**config.mk**
```make
export PLATFORM = sky130hd
export DESIGN_NAME = rtu_frame_receiver_unit
export DESIGN_NICKNAME = d
export VERILOG_FILES = /design/src/rtufr_pkg.sv /design/src/rtufr_ram.sv /design/src/rtu_frame_receiver_unit.sv
export SDC_FILE = /design/constraint.sdc
export NUM_CORES = 2
export LEC_CHECK = 0
export BUFFER_PORTS_ARGS = -buffer_cell sky130_fd_sc_hd__buf_4
export CELL_PAD_IN_SITES_DETAIL_PLACEMENT = 0
export CELL_PAD_IN_SITES_GLOBAL_PLACEMENT = 1
export CORE_MARGIN = 8
export CORE_UTILIZATION = 25
export CTS_CLUSTER_SIZE = 8
export DETAILED_ROUTE_END_ITERATION = 7
export GPL_TIMING_DRIVEN = 0
export PLACE_DENSITY = 0.52
export SYNTH_ARGS = -nofsm -noshare
export SYNTH_HDL_FRONTEND = slang
export SYNTH_HIERARCHICAL = 1
export SYNTH_SLANG_ARGS = --single-unit
```
**constraint.sdc**
```tcl
create_clock -name aclk -period 4.8 [get_ports aclk]
set_input_delay 0 -clock aclk [delete_from_list [all_inputs] [get_ports aclk]]
set_output_delay 0 -clock aclk [all_outputs]
set_load 0.05 [all_outputs]
```
**src/rtufr_pkg.sv**
```systemverilog
// RTU frame receiver package: payload structs, event and kind codes, state encoding,
// configuration indexes and the byte-wise CRC-16 step. No dependencies.
package rtufr_pkg;

    localparam int CFG_DATA_W = 12;

    typedef enum logic [1:0] {
        KIND_BYTE = 2'd0,
        KIND_TICK = 2'd1,
        KIND_READ = 2'd2
    } kind_t;

    typedef enum logic [2:0] {
        EV_INIT_DONE = 3'd0,
        EV_ACCEPTED  = 3'd1,
        EV_NOT_ADDR  = 3'd2,
        EV_BAD       = 3'd3,
        EV_READ      = 3'd4
    } event_t;

    typedef enum logic [3:0] {
        ST_INIT  = 4'b0001,
        ST_IDLE  = 4'b0010,
        ST_RCV   = 4'b0100,
        ST_ERROR = 4'b1000
    } rx_state_t;

    typedef enum logic {
        CFG_STATION = 1'b0,
        CFG_SILENCE = 1'b1
    } cfg_index_t;

    typedef struct packed {
        logic [1:0] kind;
        logic [7:0] rx_byte;
        logic [7:0] read_index;
    } rtufr_in_t;

    typedef struct packed {
        logic [2:0] event_res;
        logic [7:0] frame_address;
        logic [7:0] pdu_length;
        logic [7:0] read_data;
    } rtufr_out_t;

    localparam logic [15:0] CRC_INIT = 16'hFFFF;
    localparam logic [15:0] CRC_POLY = 16'hA001;

    // One character into the reflected CRC-16, LSB first.
    function automatic logic [15:0] crc16_add(input logic [15:0] crc, input logic [7:0] b);
        logic [15:0] c;
        c = crc ^ {8'h00, b};
        for (int k = 0; k < 8; k++) begin
            if (c[0]) begin
                c = (c >> 1) ^ CRC_POLY;
            end else begin
                c = c >> 1;
            end
        end
        return c;
    endfunction

endpackage

```
**src/rtufr_ram.sv**
```systemverilog
// Generic single-port RAM with registered read data.
// No dependencies.
module rtufr_ram #(
    parameter int WIDTH = 8,
    parameter int DEPTH = 256
) (
    input  logic                     aclk,
    input  logic                     we,
    input  logic                     re,
    input  logic [$clog2(DEPTH)-1:0] addr,
    input  logic [WIDTH-1:0]         wdata,
    output logic [WIDTH-1:0]         rdata
);

    logic [WIDTH-1:0] mem [DEPTH];
    logic [WIDTH-1:0] rdata_reg;

    always_ff @(posedge aclk) begin
        if (we) begin
            mem[addr] <= wdata;
        end
        if (re) begin
            rdata_reg <= mem[addr];
        end
    end

    assign rdata = rdata_reg;

endmodule

```
**src/rtu_frame_receiver_unit.sv**
```systemverilog
// RTU frame receiver top level: receive state machine, silence timer, CRC and result pipe.
// Depends on rtufr_pkg and rtufr_ram.
//
// Usage:
//   s_ channel: one request per cycle while s_ready is high; s_req.kind picks a
//   received character, a time-base tick or a frame store read. Ticks and
//   characters that cause no result only update the state.
//   m_ channel: ready on init timeout, a frame verdict when the silence timer
//   expires after a frame, or the byte asked for by a read.
//   cfg_ channel: station address (index 0) and silence length in ticks (index 1);
//   always ready, to be written while the block is idle.
// Path: a taken request's result passes the result stage and then the output register to m_valid.
// Throughput: one request per cycle unless a stall holds s_ready low. The state machine and
// frame store write settle at the accept edge; the frame store's registered read adds the stage.
// Stalls: a result stage and an output register sit between the channels, so
// with m_ready low two results are held before s_ready drops.
// Reset: state init, timer running from zero, CRC preset, pipe empty. The
// frame store is not cleared; only written positions should be read.
module rtu_frame_receiver_unit
    import rtufr_pkg::*;
#(
    parameter int FRAME_MAX = 256,
    parameter int FRAME_MIN = 4
) (
    input  logic                  aclk,
    input  logic                  aresetn,
    input  logic                  s_valid,
    output logic                  s_ready,
    input  rtufr_in_t             s_req,
    output logic                  m_valid,
    input  logic                  m_ready,
    output rtufr_out_t            m_res,
    input  logic                  cfg_valid,
    output logic                  cfg_ready,
    input  logic                  cfg_index,
    input  logic [CFG_DATA_W-1:0] cfg_data
);

    localparam int AW = $clog2(FRAME_MAX);
    localparam int CW = $clog2(FRAME_MAX + 1);

    // configuration
    logic [7:0]  station_reg;
    logic [11:0] silence_ticks_reg;

    // receive state
    rx_state_t   rx_state_reg, rx_state_next;
    logic [11:0] silence_count_reg, silence_count_next;
    logic        timer_running_reg, timer_running_next;
    logic [CW-1:0] byte_count_reg, byte_count_next;
    logic [15:0] crc_reg, crc_next;
    logic [7:0]  addr_reg, addr_next;   // copy of frame store position 0

    // result stage (frame store read data joins here)
    logic        p_valid_reg, p_valid_next;
    event_t      p_event_reg, p_event_next;
    logic [7:0]  p_addr_reg, p_addr_next;
    logic [7:0]  p_len_reg, p_len_next;
    logic        p_oor_reg, p_oor_next;

    // output register
    logic        o_valid_reg;
    rtufr_out_t  o_res_reg;

    logic        s_fire, p_adv;
    logic        ram_we, ram_re;
    logic [AW-1:0] ram_addr;
    logic [7:0]  ram_rdata;
    logic [11:0] count_inc;
    logic [CW-1:0] len_diff;
    logic        frame_short;

    assign p_adv     = p_valid_reg && (!o_valid_reg || m_ready);
    assign s_ready   = !p_valid_reg || p_adv;
    assign s_fire    = s_valid && s_ready;
    assign cfg_ready = 1'b1;

    assign count_inc   = (silence_count_reg == 12'hFFF) ? silence_count_reg
                                                        : silence_count_reg + 12'd1;
    assign len_diff    = (byte_count_reg >= CW'(3)) ? byte_count_reg - CW'(3) : '0;
    assign frame_short = byte_count_reg < CW'(FRAME_MIN);

    always_comb begin
        rx_state_next      = rx_state_reg;
        silence_count_next = silence_count_reg;
        timer_running_next = timer_running_reg;
        byte_count_next    = byte_count_reg;
        crc_next           = crc_reg;
        addr_next          = addr_reg;
        p_valid_next       = p_valid_reg && !p_adv;
        p_event_next       = p_event_reg;
        p_addr_next        = p_addr_reg;
        p_len_next         = p_len_reg;
        p_oor_next         = p_oor_reg;
        ram_we             = 1'b0;
        ram_re             = 1'b0;
        ram_addr           = byte_count_reg[AW-1:0];

        if (s_fire) begin
            unique case (s_req.kind)
                KIND_BYTE: begin
                    silence_count_next = '0;
                    timer_running_next = 1'b1;
                    unique case (rx_state_reg)
                        ST_IDLE: begin
                            ram_we          = 1'b1;
                            ram_addr        = '0;
                            addr_next       = s_req.rx_byte;
                            byte_count_next = CW'(1);
                            crc_next        = crc16_add(CRC_INIT, s_req.rx_byte);
                            rx_state_next   = ST_RCV;
                        end
                        ST_RCV: begin
                            if (byte_count_reg < CW'(FRAME_MAX)) begin
                                ram_we          = 1'b1;
                                byte_count_next = byte_count_reg + CW'(1);
                                crc_next        = crc16_add(crc_reg, s_req.rx_byte);
                            end else begin
                                rx_state_next = ST_ERROR;   // overflow, drop frame
                            end
                        end
                        default: ;   // init and error: timer restart only
                    endcase
                end
                KIND_TICK: begin
                    if (timer_running_reg) begin
                        if (count_inc < silence_ticks_reg) begin
                            silence_count_next = count_inc;
                        end else begin
                            // t3.5 expired
                            silence_count_next = '0;
                            timer_running_next = 1'b0;
                            rx_state_next      = ST_IDLE;
                            p_addr_next        = '0;
                            p_len_next         = '0;
                            p_oor_next         = 1'b0;
                            unique case (rx_state_reg)
                                ST_INIT: begin
                                    p_valid_next = 1'b1;
                                    p_event_next = EV_INIT_DONE;
                                end
                                ST_RCV: begin
                                    p_valid_next = 1'b1;
                                    if (frame_short || crc_reg != 16'h0000) begin
                                        p_event_next = EV_BAD;
                                    end else begin
                                        p_addr_next  = addr_reg;
                                        p_len_next   = 8'(len_diff);
                                        p_event_next = (addr_reg == station_reg ||
                                                        addr_reg == 8'h00)
                                                       ? EV_ACCEPTED : EV_NOT_ADDR;
                                    end
                                end
                                default: ;   // idle and error: silent
                            endcase
                        end
                    end
                end
                KIND_READ: begin
                    ram_re       = 1'b1;
                    ram_addr     = s_req.read_index[AW-1:0];
                    p_valid_next = 1'b1;
                    p_event_next = EV_READ;
                    p_addr_next  = '0;
                    p_len_next   = '0;
                    p_oor_next   = 9'(s_req.read_index) >= 9'(FRAME_MAX);
                end
                default: ;   // unused code
            endcase
        end
    end

    rtufr_ram #(
        .WIDTH (8),
        .DEPTH (FRAME_MAX)
    ) u_store (
        .aclk  (aclk),
        .we    (ram_we),
        .re    (ram_re),
        .addr  (ram_addr),
        .wdata (s_req.rx_byte),
        .rdata (ram_rdata)
    );

    always_ff @(posedge aclk) begin
        if (!aresetn) begin
            station_reg       <= 8'd1;
            silence_ticks_reg <= 12'd35;
            rx_state_reg      <= ST_INIT;
            silence_count_reg <= '0;
            timer_running_reg <= 1'b1;
            byte_count_reg    <= '0;
            crc_reg           <= CRC_INIT;
            p_valid_reg       <= 1'b0;
            o_valid_reg       <= 1'b0;
        end else begin
            if (cfg_valid && cfg_ready) begin
                unique case (cfg_index)
                    CFG_STATION: station_reg       <= cfg_data[7:0];
                    CFG_SILENCE: silence_ticks_reg <= cfg_data[11:0];
                    default: ;
                endcase
            end
            rx_state_reg      <= rx_state_next;
            silence_count_reg <= silence_count_next;
            timer_running_reg <= timer_running_next;
            byte_count_reg    <= byte_count_next;
            crc_reg           <= crc_next;
            p_valid_reg       <= p_valid_next;
            if (p_adv) begin
                o_valid_reg <= 1'b1;
            end else if (m_ready) begin
                o_valid_reg <= 1'b0;
            end
        end
    end

    // payload, no reset
    always_ff @(posedge aclk) begin
        addr_reg    <= addr_next;
        p_event_reg <= p_event_next;
        p_addr_reg  <= p_addr_next;
        p_len_reg   <= p_len_next;
        p_oor_reg   <= p_oor_next;
        if (p_adv) begin
            o_res_reg.event_res     <= p_event_reg;
            o_res_reg.frame_address <= p_addr_reg;
            o_res_reg.pdu_length    <= p_len_reg;
            o_res_reg.read_data     <= (p_event_reg == EV_READ && !p_oor_reg)
                                       ? ram_rdata : 8'h00;
        end
    end

    assign m_valid = o_valid_reg;
    assign m_res   = o_res_reg;

    // checks
    a_timer_idle_zero: assert property (@(posedge aclk) disable iff (!aresetn)
        !timer_running_reg |-> silence_count_reg == 12'd0)
        else $error("silence count not cleared with timer stopped");

    a_count_bound: assert property (@(posedge aclk) disable iff (!aresetn)
        byte_count_reg <= CW'(FRAME_MAX))
        else $error("byte count beyond frame size");

    a_stall_means_full: assert property (@(posedge aclk) disable iff (!aresetn)
        !s_ready |-> p_valid_reg && o_valid_reg && !m_ready)
        else $error("request side stalled with room in the pipe");

    a_byte_restarts: assert property (@(posedge aclk) disable iff (!aresetn)
        s_fire && s_req.kind == KIND_BYTE |=> timer_running_reg &&
            silence_count_reg == 12'd0)
        else $error("received byte did not restart the silence timer");

    a_dead_tick: assert property (@(posedge aclk) disable iff (!aresetn)
        s_fire && s_req.kind == KIND_TICK && !timer_running_reg
            |=> $stable(rx_state_reg) && !timer_running_reg)
        else $error("tick with stopped timer changed the receiver");

endmodule

```
==> impl_metrics.tcl <==
set metrics [dict create \
    cts_tree "done" \
    finClkSkew_ps 64.9 \
    place_hpwl_mm 170 \
    slew_headroom_pct 1.99 \
    grtUsageTotal_pct 14.0 \
    power_density_nw_per_um2 409 \
    setup_ws_ps 14.9 \
    grt_pass1_wl_mm 357 \
    grt_antenna_before_repair 4 \
    fp.dieW_um 597 \
    clk_latency_ps 830 \
    cp_common_cell "nand4_1" \
    finalWeightedCongestion 0.820 \
    firstDrtPassIters 5 \
    avgViaCountPerCell 4.80 \
    async_flop_share_pct 0 \
    rsz0062_at_grt "yes" \
    drc 0 \
    syn_nets 4172 \
    syn_area_um2 84300 \
    fin_crit_sh_pct 99.7 \
    detail_route.wl_per_cell_um 28.1 \
    timing.setup.critical_path_class "flip-flop to flip-flop" \
    finalWirelength_mm 258 \
    cts-root-buf "clkbuf_16" \
    worstPathRequired_ps 5160 \
    max_stage_delay_ps 540 \
    fin_cells 9175 \
    finalSetupViolCount 0 \
    synth.avg_cell_area_um2 20.5 \
    crit_family "compound AO/OA/AOI/OAI gates" \
    max_freq_mhz 209 \
    path_cells "nand3b_1 -> nand4_1 -> nor3b_4 -> a21oi_4 -> a22o_1 -> buf_4 -> clkbuf_4 -> buf_2 -> mux4_2 -> a22oi_1 -> a21oi_2 -> o41ai_4 -> nand4_1" \
    numPortBuffers 64 \
    post-route-util_pct 30.4 \
    synth.top_cell.area_share_pct 75.2 \
    grt-ovfl-total 0 \
    synth-seq-cells 2174 \
    core_um2 336000 \
    die-area_um2 356000 \
    synth_largest_area_cell "edfxtp_1" \
    fin_tns_setup_ps 0 \
    dp.cells 8735 \
    largest_register_ffs 2048 \
    antenna_left 0 \
    worst-path-max-fanout 10 \
    synth_area_leaders "edfxtp_1 (75%), mux4_2 (14%), a22oi_1 (2.3%)" \
    numCtsBuffers 315 \
    syn_inst 4120 \
    yosysWarningCount 6 \
    worst_setup_path_end_kind "flip-flop" \
    p_leak_nw 30.5 \
    grt_max_degree 141 \
    ys_seq_area_share_pct 76.7 \
    synth_ff_type "edfxtp_1" \
    vdd.ir_drop.worst_mv 0.277 \
    synth_edf_count 2110 \
    cap_violations 0 \
    fin_crit_ps 4790 \
    start_util_pct 25.1 \
    cp_slowest_cell "o41ai_4" \
    fillerInstances 32600 \
    outcome "finished clean" \
    drv_slew 0 \
    die_h_um 597 \
    synthToLayoutAreaGrowth_pct 21.3 \
    yosysUniqueCellTypes 63 \
    drive_gt1_share_pct 29.7 \
    drt_iter0_markers 4424 \
    cts_sinks 2174 \
    whs_ps 77.7 \
    fp-row-count 213 \
    clock_path_buffers 4 \
    hold_path.class "input port to flip-flop" \
    path_clk_slew_ps 60 \
    critPathLaunchType "flip-flop" \
    tightest_slew_ps 1470 \
    hold_viol_final 0 \
    ctsHtreeMaxLevel 5 \
    grt_pass1_vias 45000 \
    dp_slack_ps -3670 \
    io_pins 66 \
    num-nets-final 4659 \
    cp.arrival_ps 5150 \
    path_buf_inv 3 \
    vias 44000 \
]
layout make-up:
class	count	area (um2)	area share, %
clock buffers	348	8170	7.98
plain buffers	255	1540	1.50
repair buffers	172	2110	2.06
well taps	4515	5650	5.52
diodes	2	5.00	0.00489
multi-input cells	1667	19800	19.4
clock inverters	20	284	0.278
inverters	22	82.6	0.0807
flip-flops and latches	2174	64600	63.2
layer usage:
layer	track usage, %	vias to the layer above	part of all wire (%)
met3	2.65	411	6.1
li1	-	18000	-
met2	22.4	1482	47
met5	0	-	0
met4	4.16	0	3.0
met1	19.4	24100	44
power breakdown:
group	internal [mW]	switching (mW)	leakage [nW]
clock	11.9	7.70	4.14
combinational	0.428	0.936	6.89
sequential	20.9	0.0125	19.5
stage by stage:
stage | power (mW) | cell area, um2
2_1_floorplan | 21.8 | 84300
3_3_place_gp | 22.5 | 90400
3_5_place_dp | 22.5 | 91400
4_1_cts | 42.4 | 102000
5_1_grt | 43.1 | 102000
6_report | 41.9 | 102000
kinds of logic (layout without fill, tap and decap cells):
family	count (synthesis)	in the layout	synth area share, %
AOI/OAI and AO/OA	511	511	4.16
xor gates and xnor gates	61	61	0.684
adders and majority gates	16	16	0.237
buffers and inverters	279	817	1.56
DFF	2174	2174	76.7
muxes	516	516	13.7
other	1	3	0.00445
and+or+nand+nor	562	562	2.96
tightest hold or removal path, delay by kind of cell:
kind	cells	cell delay, ps
buffers and inverters	2	710
AO/OA/AOI/OAI	1	70
AND/OR/NAND/NOR	1	50
cell usage after synthesis (3+ instances only):
master / instances
o21a_1: 3
o22ai_1: 7
a22oi_1: 258
buf_2: 38
nand2b_1: 12
nor2_1: 265
o21ai_0: 3
buf_1: 19
and3_1: 4
nor3_1: 38
nand2_1: 120
o211ai_1: 16
clkbuf_1: 162
mux2_2: 3
mux4_2: 512
xnor2_1: 32
nand3_1: 40
buf_6: 17
dfxtp_1: 64
buf_4: 17
a21oi_1: 155
nor4_1: 15
xor2_1: 26
o41ai_1: 33
edfxtp_1: 2110
or2_2: 5
or3_1: 3
inv_1: 21
ha_1: 16
a21boi_0: 13
nand4_1: 13
nor2b_1: 12
a22o_1: 8
a31oi_1: 3
and2_1: 23
cells in the final DEF (no fill, tap or decap), types with 38 or more instances in the layout:
| cell type | instances |
|---|---|
| a21oi_1 | 139 |
| a22oi_1 | 252 |
| buf_4 | 94 |
| clkbuf_1 | 108 |
| clkbuf_16 | 322 |
| clkbuf_2 | 48 |
| dfxtp_1 | 64 |
| dlygate4sd3_1 | 63 |
| edfxtp_1 | 2110 |
| mux4_2 | 512 |
| nand2_1 | 117 |
| nand3_1 | 38 |
| nor2_1 | 101 |
| nor2_2 | 50 |
| nor2_4 | 114 |
worst paths after layout:
kind,start,end,slack [ps],cells after the start
worst max-delay path,p_valid_reg,u_store/rdata[5],10,13
worst min-delay path,cfg_data[10],silence_ticks_reg[10],80,4
worst max register to register,p_valid_reg,u_store/rdata[5],10,13
worst min register to register,p_len_reg[3],m_res[11],420,0
timing repair:
action,CTS,global route
hold buffers,63,0
endpoints found under the hold margin,1352,0
endpoints found under the setup margin,2056,748
pin swaps,9,1
gates resized for setup,384,135
buffers inserted,7,0
Power figures use the tool's default switching activity.
